==> config.mk <==
export PLATFORM = sky130hd
export DESIGN_NAME = pcvh_ctrl
export DESIGN_NICKNAME = d
export VERILOG_FILES = /design/src/hdl/pcvh_pkg.sv /design/src/hdl/pcvh_ctrl.sv
export SDC_FILE = /design/constraint.sdc
export NUM_CORES = 1
export LEC_CHECK = 0
export BUFFER_PORTS_ARGS = -buffer_cell sky130_fd_sc_hd__buf_2
export CAP_MARGIN = 20
export CORE_AREA = 4 4 41 43
export CTS_CLUSTER_SIZE = 30
export DETAILED_ROUTE_END_ITERATION = 7
export DIE_AREA = 0 0 45 47
export GPL_TIMING_DRIVEN = 0
export PLACE_DENSITY = 0.78
export REMOVE_ABC_BUFFERS = 1
export SETUP_SLACK_MARGIN = 0.5
export SLEW_MARGIN = 20
export SYNTH_ARGS = -nofsm -noshare
export SYNTH_HDL_FRONTEND = slang
export SYNTH_SLANG_ARGS = --single-unit
==> constraint.sdc <==
create_clock -name clk -period 4.3 [get_ports clk]
set_input_delay 0 -clock clk [delete_from_list [all_inputs] [get_ports clk]]
set_output_delay 0 -clock clk [all_outputs]
set_load 0.03 [all_outputs]
==> src/hdl/pcvh_pkg.sv <==
`timescale 1ns / 1ps
// ---------------------------------------------------------------------------
// pcvh_pkg: shared types and constants of the voxel histogram
// Command and result codes, field widths, the controller/datapath command and
// status records, and the count saturation helper.
// ---------------------------------------------------------------------------
package pcvh_pkg;

  localparam int GRID_CELLS_DEF = 16;
  localparam int MAX_POINTS_DEF = 4096;

  localparam int COORD_W    = 16;
  localparam int CELL_IDX_W = 4;
  localparam int MARGIN_W   = 10;
  localparam int CNT_OUT_W  = 13;

  localparam logic [MARGIN_W-1:0]  MARGIN_RESET = 10'd10;
  localparam logic [CNT_OUT_W-1:0] CNT_SAT      = 13'h1FFF;

  localparam logic CMD_LOAD     = 1'b0;
  localparam logic CMD_READ     = 1'b1;
  localparam logic KIND_SUMMARY = 1'b0;
  localparam logic KIND_CELL    = 1'b1;

  typedef struct packed {
    logic load_pt;
    logic rd_cell;
    logic setup_s;
    logic setup_b;
    logic clr_wr;
    logic pt_rd;
    logic pt_ld;
    logic chk;
    logic div_step;
    logic cnt_rd;
    logic cnt_wr;
    logic pt_next;
    logic out_sum;
    logic out_cell;
  } dp_cmd_t;

  typedef struct packed {
    logic clr_last;
    logic no_pts;
    logic pt_last;
    logic hit;
    logic div_last;
  } dp_status_t;

  function automatic logic [CNT_OUT_W-1:0] sat_cnt(input logic [31:0] v);
    return (v > 32'(CNT_SAT)) ? CNT_SAT : v[CNT_OUT_W-1:0];
  endfunction

endpackage

==> src/hdl/pcvh_ctrl.sv <==
`timescale 1ns / 1ps
// ---------------------------------------------------------------------------
// pcvh_ctrl: sequencer of the voxel histogram
// Accepts beats, steps the datapath through setup, count clearing and the
// per-point binning loop, and owns the output valid flag.
// ---------------------------------------------------------------------------
module pcvh_ctrl import pcvh_pkg::*; (
  input  logic       clk,
  input  logic       rst,
  input  logic       in_valid,
  output logic       in_ready,
  input  logic       command,
  input  logic       last_point,
  output logic       out_valid,
  input  logic       out_ready,
  output dp_cmd_t    cmd,
  input  dp_status_t sts
);

  localparam logic [3:0] ST_INIT    = 4'd0;
  localparam logic [3:0] ST_IDLE    = 4'd1;
  localparam logic [3:0] ST_SETUP_S = 4'd2;
  localparam logic [3:0] ST_SETUP_B = 4'd3;
  localparam logic [3:0] ST_CLR     = 4'd4;
  localparam logic [3:0] ST_P_RD    = 4'd5;
  localparam logic [3:0] ST_P_LD    = 4'd6;
  localparam logic [3:0] ST_CHK     = 4'd7;
  localparam logic [3:0] ST_DIV     = 4'd8;
  localparam logic [3:0] ST_C_RD    = 4'd9;
  localparam logic [3:0] ST_C_WR    = 4'd10;
  localparam logic [3:0] ST_SUM     = 4'd11;
  localparam logic [3:0] ST_RD_WAIT = 4'd12;

  logic [3:0] state;
  logic [3:0] state_next;
  logic       accept;
  logic       slot_free;

  assign in_ready  = (state == ST_IDLE);
  assign accept    = in_valid && in_ready;
  assign slot_free = !out_valid || out_ready;

  always_comb begin
    cmd        = '0;
    state_next = state;
    unique case (state)
      ST_INIT: begin
        cmd.clr_wr = 1'b1;
        if (sts.clr_last) begin
          state_next = ST_IDLE;
        end
      end
      ST_IDLE: begin
        if (accept) begin
          if (command == CMD_READ) begin
            cmd.rd_cell = 1'b1;
            state_next  = ST_RD_WAIT;
          end else begin
            cmd.load_pt = 1'b1;
            if (last_point) begin
              state_next = ST_SETUP_S;
            end
          end
        end
      end
      ST_SETUP_S: begin
        cmd.setup_s = 1'b1;
        state_next  = ST_SETUP_B;
      end
      ST_SETUP_B: begin
        cmd.setup_b = 1'b1;
        state_next  = ST_CLR;
      end
      ST_CLR: begin
        cmd.clr_wr = 1'b1;
        if (sts.clr_last) begin
          state_next = sts.no_pts ? ST_SUM : ST_P_RD;
        end
      end
      ST_P_RD: begin
        cmd.pt_rd  = 1'b1;
        state_next = ST_P_LD;
      end
      ST_P_LD: begin
        cmd.pt_ld  = 1'b1;
        state_next = ST_CHK;
      end
      ST_CHK: begin
        cmd.chk    = 1'b1;
        state_next = ST_DIV;
      end
      ST_DIV: begin
        cmd.div_step = 1'b1;
        if (sts.div_last) begin
          if (sts.hit) begin
            state_next = ST_C_RD;
          end else if (sts.pt_last) begin
            state_next = ST_SUM;
          end else begin
            cmd.pt_next = 1'b1;
            state_next  = ST_P_RD;
          end
        end
      end
      ST_C_RD: begin
        cmd.cnt_rd = 1'b1;
        state_next = ST_C_WR;
      end
      ST_C_WR: begin
        cmd.cnt_wr = 1'b1;
        if (sts.pt_last) begin
          state_next = ST_SUM;
        end else begin
          cmd.pt_next = 1'b1;
          state_next  = ST_P_RD;
        end
      end
      ST_SUM: begin
        if (slot_free) begin
          cmd.out_sum = 1'b1;
          state_next  = ST_IDLE;
        end
      end
      ST_RD_WAIT: begin
        if (slot_free) begin
          cmd.out_cell = 1'b1;
          state_next   = ST_IDLE;
        end
      end
      default: begin
        state_next = ST_IDLE;
      end
    endcase
  end

  always_ff @(posedge clk) begin
    if (rst) begin
      state     <= ST_INIT;
      out_valid <= 1'b0;
    end else begin
      state <= state_next;
      if (cmd.out_sum || cmd.out_cell) begin
        out_valid <= 1'b1;
      end else if (out_ready) begin
        out_valid <= 1'b0;
      end
    end
  end

  // A result is only written into the output register once it is free.
  a_out_slot: assert property (@(posedge clk) disable iff (rst)
    (cmd.out_sum || cmd.out_cell) |-> slot_free)
    else $error("result loaded over a waiting beat");

  // The last point starts binning, so no further beat is taken right after it.
  a_last_blocks: assert property (@(posedge clk) disable iff (rst)
    (accept && command == CMD_LOAD && last_point) |=> !in_ready)
    else $error("input taken during binning");

  // Every count increment is preceded by the read of that count.
  a_rmw_order: assert property (@(posedge clk) disable iff (rst)
    cmd.cnt_wr |-> $past(cmd.cnt_rd))
    else $error("count written without a prior read");

endmodule

==> impl_metrics.json, run 1 <==
{
  "viasPerCell": 5.61,
  "rsz0062_at_grt": "no",
  "hold_violations": 0,
  "finalSetupViolCount": 0,
  "final_nets": 124,
  "arrival_ps": 1970,
  "r2r_start": "state[0]$_SDFFE_PP0P_",
  "placed_cells": 122,
  "core_um2": 1300,
  "ys_types": 32,
  "die-area_um2": 2120,
  "antenna_found_initial": 0,
  "n_antenna_cell": 0,
  "fin_cells": 127,
  "die_w_um": 45,
  "ys.warnings.count": 0,
  "grt_max_degree": 22,
  "holdPathEnd": "state[3]$_SDFFE_PP0P_",
  "fin_crit_sh": 0.429,
  "worst_pin_slew_ps": 685,
  "hold_class": "input port to flip-flop",
  "grtUsageTotal": 0.172,
  "netlist_area_um2": 634,
  "synth_cells": 87,
  "worstReg2RegEnd": "state[1]$_SDFFE_PP0P_",
  "cts_max_path_buffers": 2,
  "required_ps": 4420,
  "slew_viol_final": 0,
  "min_period_ps": 1850,
  "ant_nets": 0,
  "cp-end-kind": "flip-flop",
  "hold_path_depth": 4,
  "clock_sinks": 5,
  "cap_violations": 0,
  "ir_drop_mv": 0.211,
  "syn_avg_cell_area_um2": 7.29,
  "num_io_pins": 27,
  "cts_buffers": 3,
  "r2r_slack_ps": 2450,
  "critPathKind": "flip-flop to flip-flop",
  "cts-root-buf": "clkbuf_4",
  "finalClockSkew_ps": 0.132,
  "synth_area_leaders": "dfxtp_1 16%, nor2_1 8.9%, nor4b_4 7.5%",
  "grt_pass1_wl_um": 2740,
  "port_buffers": 26,
  "nFillCells": 134,
  "drt_first_pass_iters": 4,
  "outcome": "complete, no violations",
  "synth_seq_cells": 5,
  "max_freq_mhz": 542,
  "htreeDepth": 1,
  "cts_tree": "done",
  "area_growth_pct": 22.7,
  "hpwl_um": 1250,
  "multi_input_area_um2": 482,
  "layout_commonest_cell": "buf_2",
  "power_uw": 212,
  "hold_start": "sts[0]",
  "yosysTopAreaCell": "dfxtp_1",
  "hold-worst-slack_ps": 89.6,
  "overflow": 0,
  "std_cell_rows": 13,
  "cts_resized": 0,
  "startpoint_type": "flip-flop",
  "drt_iter0_markers": 15,
  "gp_congestion": 0.810,
  "drc": 0,
  "initial_core_util": 0.487,
  "ys_seq_area_frac": 0.158,
  "tns_ps": 0,
  "power_density_nw_per_um2": 272,
  "first_global_vias": 638,
  "path_clk_slew_ps": 40,
  "max_slew_margin": 0.543,
  "p_leak_nw": 0.387,
  "drive_gt1_frac": 0.339,
  "netlist.area_leader.share": 0.158,
  "die_h_um": 47,
  "worst-r2r-cell-count": 5,
  "worstPathMaxFanout": 21,
  "post_cts_buffers": 0,
  "final_cell_mix": "26 x buf_2, 15 x nor2_1, 9 x nand2_1",
  "utilization": 0.598,
  "wl_per_cell_um": 12.8,
  "seqCellArea_um2": 100,
  "clk_latency_ps": 240,
  "drt-total-wl_um": 1630,
  "via_count": 713
}
## cells in the mapped netlist
cell / count
buf_2: 3
a31oi_1: 2
nor3_1: 4
nor3b_1: 1
inv_1: 3
or2_2: 1
and3b_1: 1
o21ai_0: 2
and3_1: 1
or3b_2: 1
nand2b_1: 5
o32ai_2: 1
a211oi_1: 2
and2b_1: 5
buf_6: 1
nand3_1: 2
a22oi_2: 1
o22ai_1: 2
o21bai_1: 1
nand2_1: 9
mux2i_1: 1
o32a_1: 1
nand3b_1: 2
o22a_1: 1
nor2_1: 15
buf_4: 2
a21oi_1: 6
o41ai_2: 1
or2_1: 1
nor4b_4: 2
o211ai_2: 2
dfxtp_1: 5
## worst max-delay path: stages, from the launching register on
cell and delay (ps):
dfxtp_1 740, and2b_1 270, a21oi_1 170, o32ai_2 100, a211oi_1 330, o41ai_2 110
## timing repair
action | in CTS | in global routing
hold endpoints to repair | 4 | 0
hold buffers | 1 | 0
setup endpoints to repair | 0 | 0
## through the flow
step,area (um2),worst slack [ps]
4_1_cts,778,2460
2_1_floorplan,593,2370
3_5_place_dp,742,2460
6_report,778,2450
3_3_place_gp,742,2460
5_1_grt,778,2290
## sequential cells by signal (all words and copies together) (netlist names)
| name | flops |
|---|---|
| out_valid | 1 |
| state | 4 |
## power breakdown
part	switching, mW	internal (mW)
clock network	0.0184	0.0350
logic	0.0513	0.0381
registers	0.0187	0.0502
## cell families (layout without fill, tap and decap cells)
| group | after synthesis | after routing | synth area share |
|---|---|---|---|
| compound gates | 22 | 22 | 0.278 |
| buf+inv | 9 | 34 | 0.0828 |
| flops | 5 | 5 | 0.158 |
| mux | 1 | 1 | 0.0158 |
| simple gates | 50 | 50 | 0.466 |
## how the worst max path moves through the flow
stage | startpoint | to | depth (start not counted)
after floorplan | state[1]$_SDFFE_PP0P_ | cmd[2] | 4
after global placement | state[0]$_SDFFE_PP0P_ | state[1]$_SDFFE_PP0P_ | 5
after detailed placement | state[0]$_SDFFE_PP0P_ | state[1]$_SDFFE_PP0P_ | 5
after CTS | state[3]$_SDFFE_PP0P_ | cmd[2] | 5
after global routing | state[3]$_SDFFE_PP0P_ | cmd[2] | 5
final | state[0]$_SDFFE_PP0P_ | state[1]$_SDFFE_PP0P_ | 5
## routing by layer
metal  track usage  vias up  part of all wire
met4             0        0                 0
met3        0.0460        0             0.058
met1         0.207      328              0.42
met5             0        -                 0
li1              -      361                 -
met2         0.325       24              0.52
## area by class of cell
class	count	share of cell area
Timing Repair Buffer	27	0.180
Inverter	3	0.0145
Sequential cell	5	0.129
Tap cell	15	0.0241
Clock buffer	4	0.0338
Multi-Input combinational cell	73	0.619
Power figures use the tool's default switching activity.
==> run 2: changes to the inputs <==
--- a/config.mk
+++ b/config.mk
@@ -7,12 +7,12 @@
 export LEC_CHECK = 0
 export BUFFER_PORTS_ARGS = -buffer_cell sky130_fd_sc_hd__buf_2
 export CAP_MARGIN = 20
-export CORE_AREA = 4 4 41 43
+export CORE_MARGIN = 4
+export CORE_UTILIZATION = 41
 export CTS_CLUSTER_SIZE = 30
 export DETAILED_ROUTE_END_ITERATION = 7
-export DIE_AREA = 0 0 45 47
 export GPL_TIMING_DRIVEN = 0
-export PLACE_DENSITY = 0.78
+export PLACE_DENSITY = 0.71
 export REMOVE_ABC_BUFFERS = 1
 export SETUP_SLACK_MARGIN = 0.5
 export SLEW_MARGIN = 20
==> constraint.sdc (replaced) <==
create_clock -name clk -period 1.6 [get_ports clk]
set_input_delay 0 -clock clk [delete_from_list [all_inputs] [get_ports clk]]
set_output_delay 0 -clock clk [all_outputs]
set_load 0.03 [all_outputs]
==> run 2 against run 1 <==
Net effect: cell count up 13%; core utilization increased by 15 points; register-to-register slack worse by 2400 ps; critical path type unchanged; largest cell class unchanged; non-clock buffer count increased by 17; count of clock-buffer cells in the layout did not move; highest routed layer is now met4.
==> impl_metrics.json, run 2 (synthesis gave the netlist of run 1 again) <==
{
  "cp-end-kind": "flip-flop",
  "tns_ps": 0,
  "viasPerCell": 5.76,
  "htreeDepth": 1,
  "drt_first_pass_iters": 4,
  "first_global_vias": 694,
  "finalSetupViolCount": 0,
  "power_density_nw_per_um2": 690,
  "overflow": 0,
  "startpoint_type": "flip-flop",
  "grtUsageTotal": 0.198,
  "worstPathMaxFanout": 6,
  "path_cells": "buf_6 > and2b_1 > a21oi_2 > o32ai_2 > a211oi_2 > o41ai_2",
  "crit_path_max_incr_delay_ps": 370,
  "path_clk_slew_ps": 50,
  "via_count": 830,
  "ir_drop_mv": 0.596,
  "p_leak_nw": 0.489,
  "hpwl_um": 1250,
  "final_cell_mix": "23 x buf_4, 14 x nor2_1, 12 x buf_2",
  "power_uw": 714,
  "clk_latency_ps": 240,
  "cap_violations": 0,
  "initial_core_util": 0.459,
  "num_io_pins": 27,
  "cts-root-buf": "clkbuf_4",
  "wl_per_cell_um": 15.6,
  "port_buffers": 26,
  "drt_iter0_markers": 28,
  "n_antenna_cell": 0,
  "outcome": "complete, no violations",
  "drc": 0,
  "hold_class": "input port to flip-flop",
  "finalClockSkew_ps": 7.25,
  "final_nets": 141,
  "fin_crit_sh": 0.969,
  "layout_commonest_cell": "buf_4",
  "worst_pin_slew_ps": 406,
  "required_ps": 1740,
  "slew_viol_final": 0,
  "grt_pass1_wl_um": 3160,
  "die-area_um2": 2240,
  "largest_register_ffs": 4,
  "min_period_ps": 1550,
  "cts_tree": "done",
  "cts_buffers": 3,
  "gp_congestion": 0.775,
  "antenna_found_initial": 0,
  "critPathKind": "flip-flop to flip-flop",
  "hold_violations": 0,
  "regMostFlops": "state",
  "die_h_um": 47.3,
  "clock_sinks": 5,
  "std_cell_rows": 13,
  "max_slew_margin": 0.728,
  "drt-total-wl_um": 2240,
  "arrival_ps": 1690,
  "rsz0062_at_grt": "yes",
  "area_growth_pct": 63.1,
  "top_regs": "state x4, out_valid x1",
  "drive_gt1_frac": 0.519,
  "cts_max_path_buffers": 2,
  "max_freq_mhz": 645,
  "crit_slowest_cell": "dfxtp_4",
  "nFillCells": 111,
  "grt_max_degree": 15,
  "ant_nets": 0,
  "die_w_um": 47.3,
  "core_um2": 1380
}
## run 2: cell count changes in the layout (fill, tap and decap cells not counted), sizes merged
cell | previous run | this run
buf | 26 | 43
## run 2: cell type report
type | count | area, um2 | share of cell area
clock buffer | 4 | 26.3 | 0.0254
inverter | 3 | 11.3 | 0.0109
multi-input combinational | 73 | 531 | 0.513
sequential | 5 | 115 | 0.111
tap | 15 | 18.8 | 0.0181
timing repair buffer | 44 | 333 | 0.322
## run 2: path summary, 6_finish.rpt
check | from | to | slack (ps) | cells past startpoint
worst max-delay path | state[0]$_SDFFE_PP0P_ | state[1]$_SDFFE_PP0P_ | 50 | 6
worst min-delay path | sts[0] | state[3]$_SDFFE_PP0P_ | 80 | 4
worst max register to register | state[0]$_SDFFE_PP0P_ | state[1]$_SDFFE_PP0P_ | 50 | 6
worst min register to register | out_valid$_SDFFE_PP0P_ | out_valid$_SDFFE_PP0P_ | 700 | 3
## run 2: metal layers
metal | part of all wire | GRT usage | vias to the layer above | wire [um]
met3 | 0.083 | 0.0498 | 2 | 187
met5 | 0 | 0 | - | 0
met2 | 0.50 | 0.345 | 45 | 1130
li1 | - | - | 398 | -
met1 | 0.40 | 0.260 | 385 | 907
met4 | 0.0062 | 0 | 0 | 14
## run 2: repair_timing
action | in CTS | in global routing
endpoints found under the hold margin | 4 | 1
buffers inserted | 13 | 4
pin swaps | 3 | 14
setup endpoints to repair | 20 | 20
gates resized for setup | 33 | 10
## run 2: power by group
group	switching, mW	internal, mW
logic	0.211	0.191
registers	0.0283	0.136
clock network	0.0541	0.0945
## run 2: critical path, delay by kind of cell, from the launching register on
family	cells	cell delay, ps
AO/OA/AOI/OAI	4	760
flip-flops	1	370
AND/OR/NAND/NOR	1	210
buffers and inverters	1	120
## run 2: through the flow
step | cell area, um2 | utilization | setup WS [ps] | std cells | hold slack, ps
after floorplan | 593 | - | -331 | 81 | 69.4
after global placement | 742 | 0.537 | -255 | 122 | 252
after detailed placement | 742 | 0.537 | -310 | 122 | 259
after global routing | 1030 | 0.748 | -23.5 | 144 | 87.8
after CTS | 961 | 0.695 | 133 | 139 | -6.34
final | 1030 | 0.748 | 49.4 | 144 | 80.9
==> run 3: changes to the inputs <==
--- a/config.mk
+++ b/config.mk
@@ -5,10 +5,11 @@
 export SDC_FILE = /design/constraint.sdc
 export NUM_CORES = 1
 export LEC_CHECK = 0
+export ABC_AREA = 1
 export BUFFER_PORTS_ARGS = -buffer_cell sky130_fd_sc_hd__buf_2
 export CAP_MARGIN = 20
 export CORE_MARGIN = 4
-export CORE_UTILIZATION = 41
+export CORE_UTILIZATION = 40
 export CTS_CLUSTER_SIZE = 30
 export DETAILED_ROUTE_END_ITERATION = 7
 export GPL_TIMING_DRIVEN = 0
==> run 3 against run 2 <==
Net effect: clock skew decreased by 7.1 ps; setup slack better by 230 ps; critical endpoint is now state[0]$_SDFFE_PP0P_; sequential power grew 79%; die area shrank 7.4%; hold slack better by 120 ps; core utilization is 5.3 points higher.
==> impl_metrics.json, run 3 <==
{
  "power_density_nw_per_um2": 1590,
  "n_antenna_cell": 0,
  "fin_cells": 169,
  "ys.warnings.count": 0,
  "outcome": "complete, no violations",
  "synth.most_common_cell": "nand2_1",
  "min_period_ps": 1320,
  "placed_area_um2": 708,
  "antenna_found_initial": 0,
  "grt_pass1_wl_um": 2950,
  "netlist_top_cells_count": "34 x nand2_1, 21 x inv_1, 19 x nor2_1, 10 x nand3_1, 5 x dfxtp_1",
  "synth_enable_flop_cells": 0,
  "met3_usage": 0.0553,
  "hold_path_depth": 4,
  "cts_max_path_buffers": 2,
  "port_buffers": 26,
  "ys_types": 18,
  "r2r_slack_ps": 280,
  "cp-end-kind": "flip-flop",
  "clk_latency_ps": 240,
  "netlist.area_leader.share": 0.226,
  "die-area_um2": 2080,
  "area_growth_pct": 87.1,
  "finalSetupViolCount": 0,
  "layout_commonest_cell": "nand2_1",
  "utilization": 0.802,
  "die_w_um": 45.6,
  "drc": 0,
  "slew_viol_final": 0,
  "worst_pin_slew_ps": 266,
  "clock_sinks": 5,
  "placed_cells": 151,
  "max_slew_margin": 0.822,
  "finalClockSkew_ps": 0.149,
  "tns_ps": 0,
  "final_nets": 166,
  "htreeDepth": 1,
  "viasPerCell": 5.11,
  "multi_input_area_um2": 492,
  "worstPathMaxFanout": 7,
  "final_cell_mix": "20 x nand2_1, 16 x buf_4, 13 x inv_1",
  "ir_drop_mv": 0.901,
  "nFillCells": 76,
  "fin_crit_sh": 0.823,
  "first_global_vias": 707,
  "use_met1": 0.234,
  "drt-total-wl_um": 2010,
  "arrival_ps": 1450,
  "startpoint_type": "flip-flop",
  "final_cell_area_um2": 1060,
  "critPathKind": "flip-flop to flip-flop",
  "grt_busiest_layer": "met2",
  "via_count": 864,
  "max_freq_mhz": 760,
  "holdPathEnd": "out_valid$_SDFFE_PP0P_",
  "gp_congestion": 0.798,
  "netlist_area_um2": 564,
  "cts_buffers": 3,
  "cts-root-buf": "clkbuf_4",
  "ys_seq_area_frac": 0.177,
  "num_io_pins": 27,
  "p_leak_nw": 0.640,
  "ant_nets": 0,
  "drt_iter0_markers": 30,
  "rsz0062_at_grt": "yes",
  "top_regs": "state x4, out_valid x1",
  "std_cell_rows": 13,
  "hold_violations": 0,
  "grtUsageTotal": 0.195,
  "core_um2": 1320,
  "hold_class": "input port to flip-flop",
  "seqCellArea_um2": 115,
  "die_h_um": 45.6,
  "overflow": 0,
  "worst-r2r-cell-count": 9,
  "hpwl_um": 1240,
  "drt_first_pass_iters": 4,
  "synth_area_leaders": "nand2_1 23%, dfxtp_1 18%, inv_1 14%",
  "hold_start": "out_ready",
  "yosysTopAreaCell": "nand2_1",
  "required_ps": 1730,
  "r2r_start": "state[3]$_SDFFE_PP0P_",
  "synth_seq_cells": 5,
  "syn_avg_cell_area_um2": 5.08,
  "synth_cells": 111,
  "grt_max_degree": 8,
  "regMostFlops": "state",
  "worstReg2RegEnd": "state[0]$_SDFFE_PP0P_",
  "ys_async_sr_fraction": 0,
  "synth_flop_cell": "dfxtp_1",
  "use_met2": 0.334,
  "drive_gt1_frac": 0.571,
  "cts_tree": "done",
  "wl_per_cell_um": 11.9,
  "initial_core_util": 0.428,
  "path_clk_slew_ps": 40,
  "cap_violations": 0,
  "largest_register_ffs": 4
}
## run 3: cell types whose count changed after synthesis, sizes merged, moves of 3 or more
cell / change
o21ai: +3
a21oi: -3
and2b: -5
nand2b: -5
nand2: +26
inv: +20
nand3: +9
nor2: +8
buf: -5
## run 3: worst max-delay path, cell delays in order, from the launching register on
cell and delay, ps:
dfxtp_4 400, inv_4 60, nor2_4 190, nand2_2 90, nand2_2 70, nand2_2 70, nand2_4 110, nor2_4 60
o21ai_1 110, nor2_1 50
## run 3: cells by family after synthesis
family,after synthesis,synth area share
and+or+nand+nor,72,0.563
buffers and inverters,24,0.162
AOI/OAI and AO/OA,10,0.0976
DFF,5,0.177
## run 3: per-layer routing
| layer | vias to the layer above | wire (um) | part of all wire |
|---|---|---|---|
| met5 | - | 0 | 0 |
| met4 | 0 | 10 | 0.0050 |
| met3 | 4 | 155 | 0.077 |
| met2 | 37 | 1010 | 0.50 |
| met1 | 391 | 835 | 0.41 |
| li1 | 432 | - | - |
## run 3: cell type report
cell class	count	area share
multi-input cells	82	0.466
repair buffers	40	0.294
flip-flops and latches	5	0.109
inverters	23	0.0889
clock buffers	4	0.0249
well taps	15	0.0178
## run 3: where the power goes
group | switching [mW] | total, mW | leakage, nW | internal [mW]
combinational | 0.718 | 1.23 | 0.581 | 0.515
clock | 0.0549 | 0.149 | 0.0150 | 0.0945
sequential | 0.108 | 0.293 | 0.0436 | 0.186
total | 0.880 | 1.68 | 0.640 | 0.795
## run 3: worst max-delay path by stage
stage                                from               endpoint  slack [ps]  cells past startpoint
floorplan           state[0]$_SDFFE_PP0P_  state[0]$_SDFFE_PP0P_          30                      7
global placement    state[3]$_SDFFE_PP0P_  state[0]$_SDFFE_PP0P_         190                      9
detailed placement  state[3]$_SDFFE_PP0P_  state[0]$_SDFFE_PP0P_         180                      9
CTS                 state[2]$_SDFFE_PP0P_                 cmd[8]         320                      5
global route        state[3]$_SDFFE_PP0P_  state[0]$_SDFFE_PP0P_         200                      9
finish              state[3]$_SDFFE_PP0P_  state[0]$_SDFFE_PP0P_         280                      9
## run 3: what timing repair did
item                                    in CTS  in global routing
endpoints found under the hold margin        3                  0
cloned                                       0                  0
resized for setup                           38                 43
endpoints found under the setup margin      18                 20
hold buffers                                 1                  0
setup buffers                                8                  5
pin swaps                                    9                 15
## run 3: metrics by stage
stage	setup WS, ps	hold WS, ps	power (mW)
floorplan	29.7	69.1	0.798
global placement	187	210	0.972
detailed placement	183	211	0.974
CTS	322	146	1.38
global route	200	188	1.79
finish	284	198	1.68
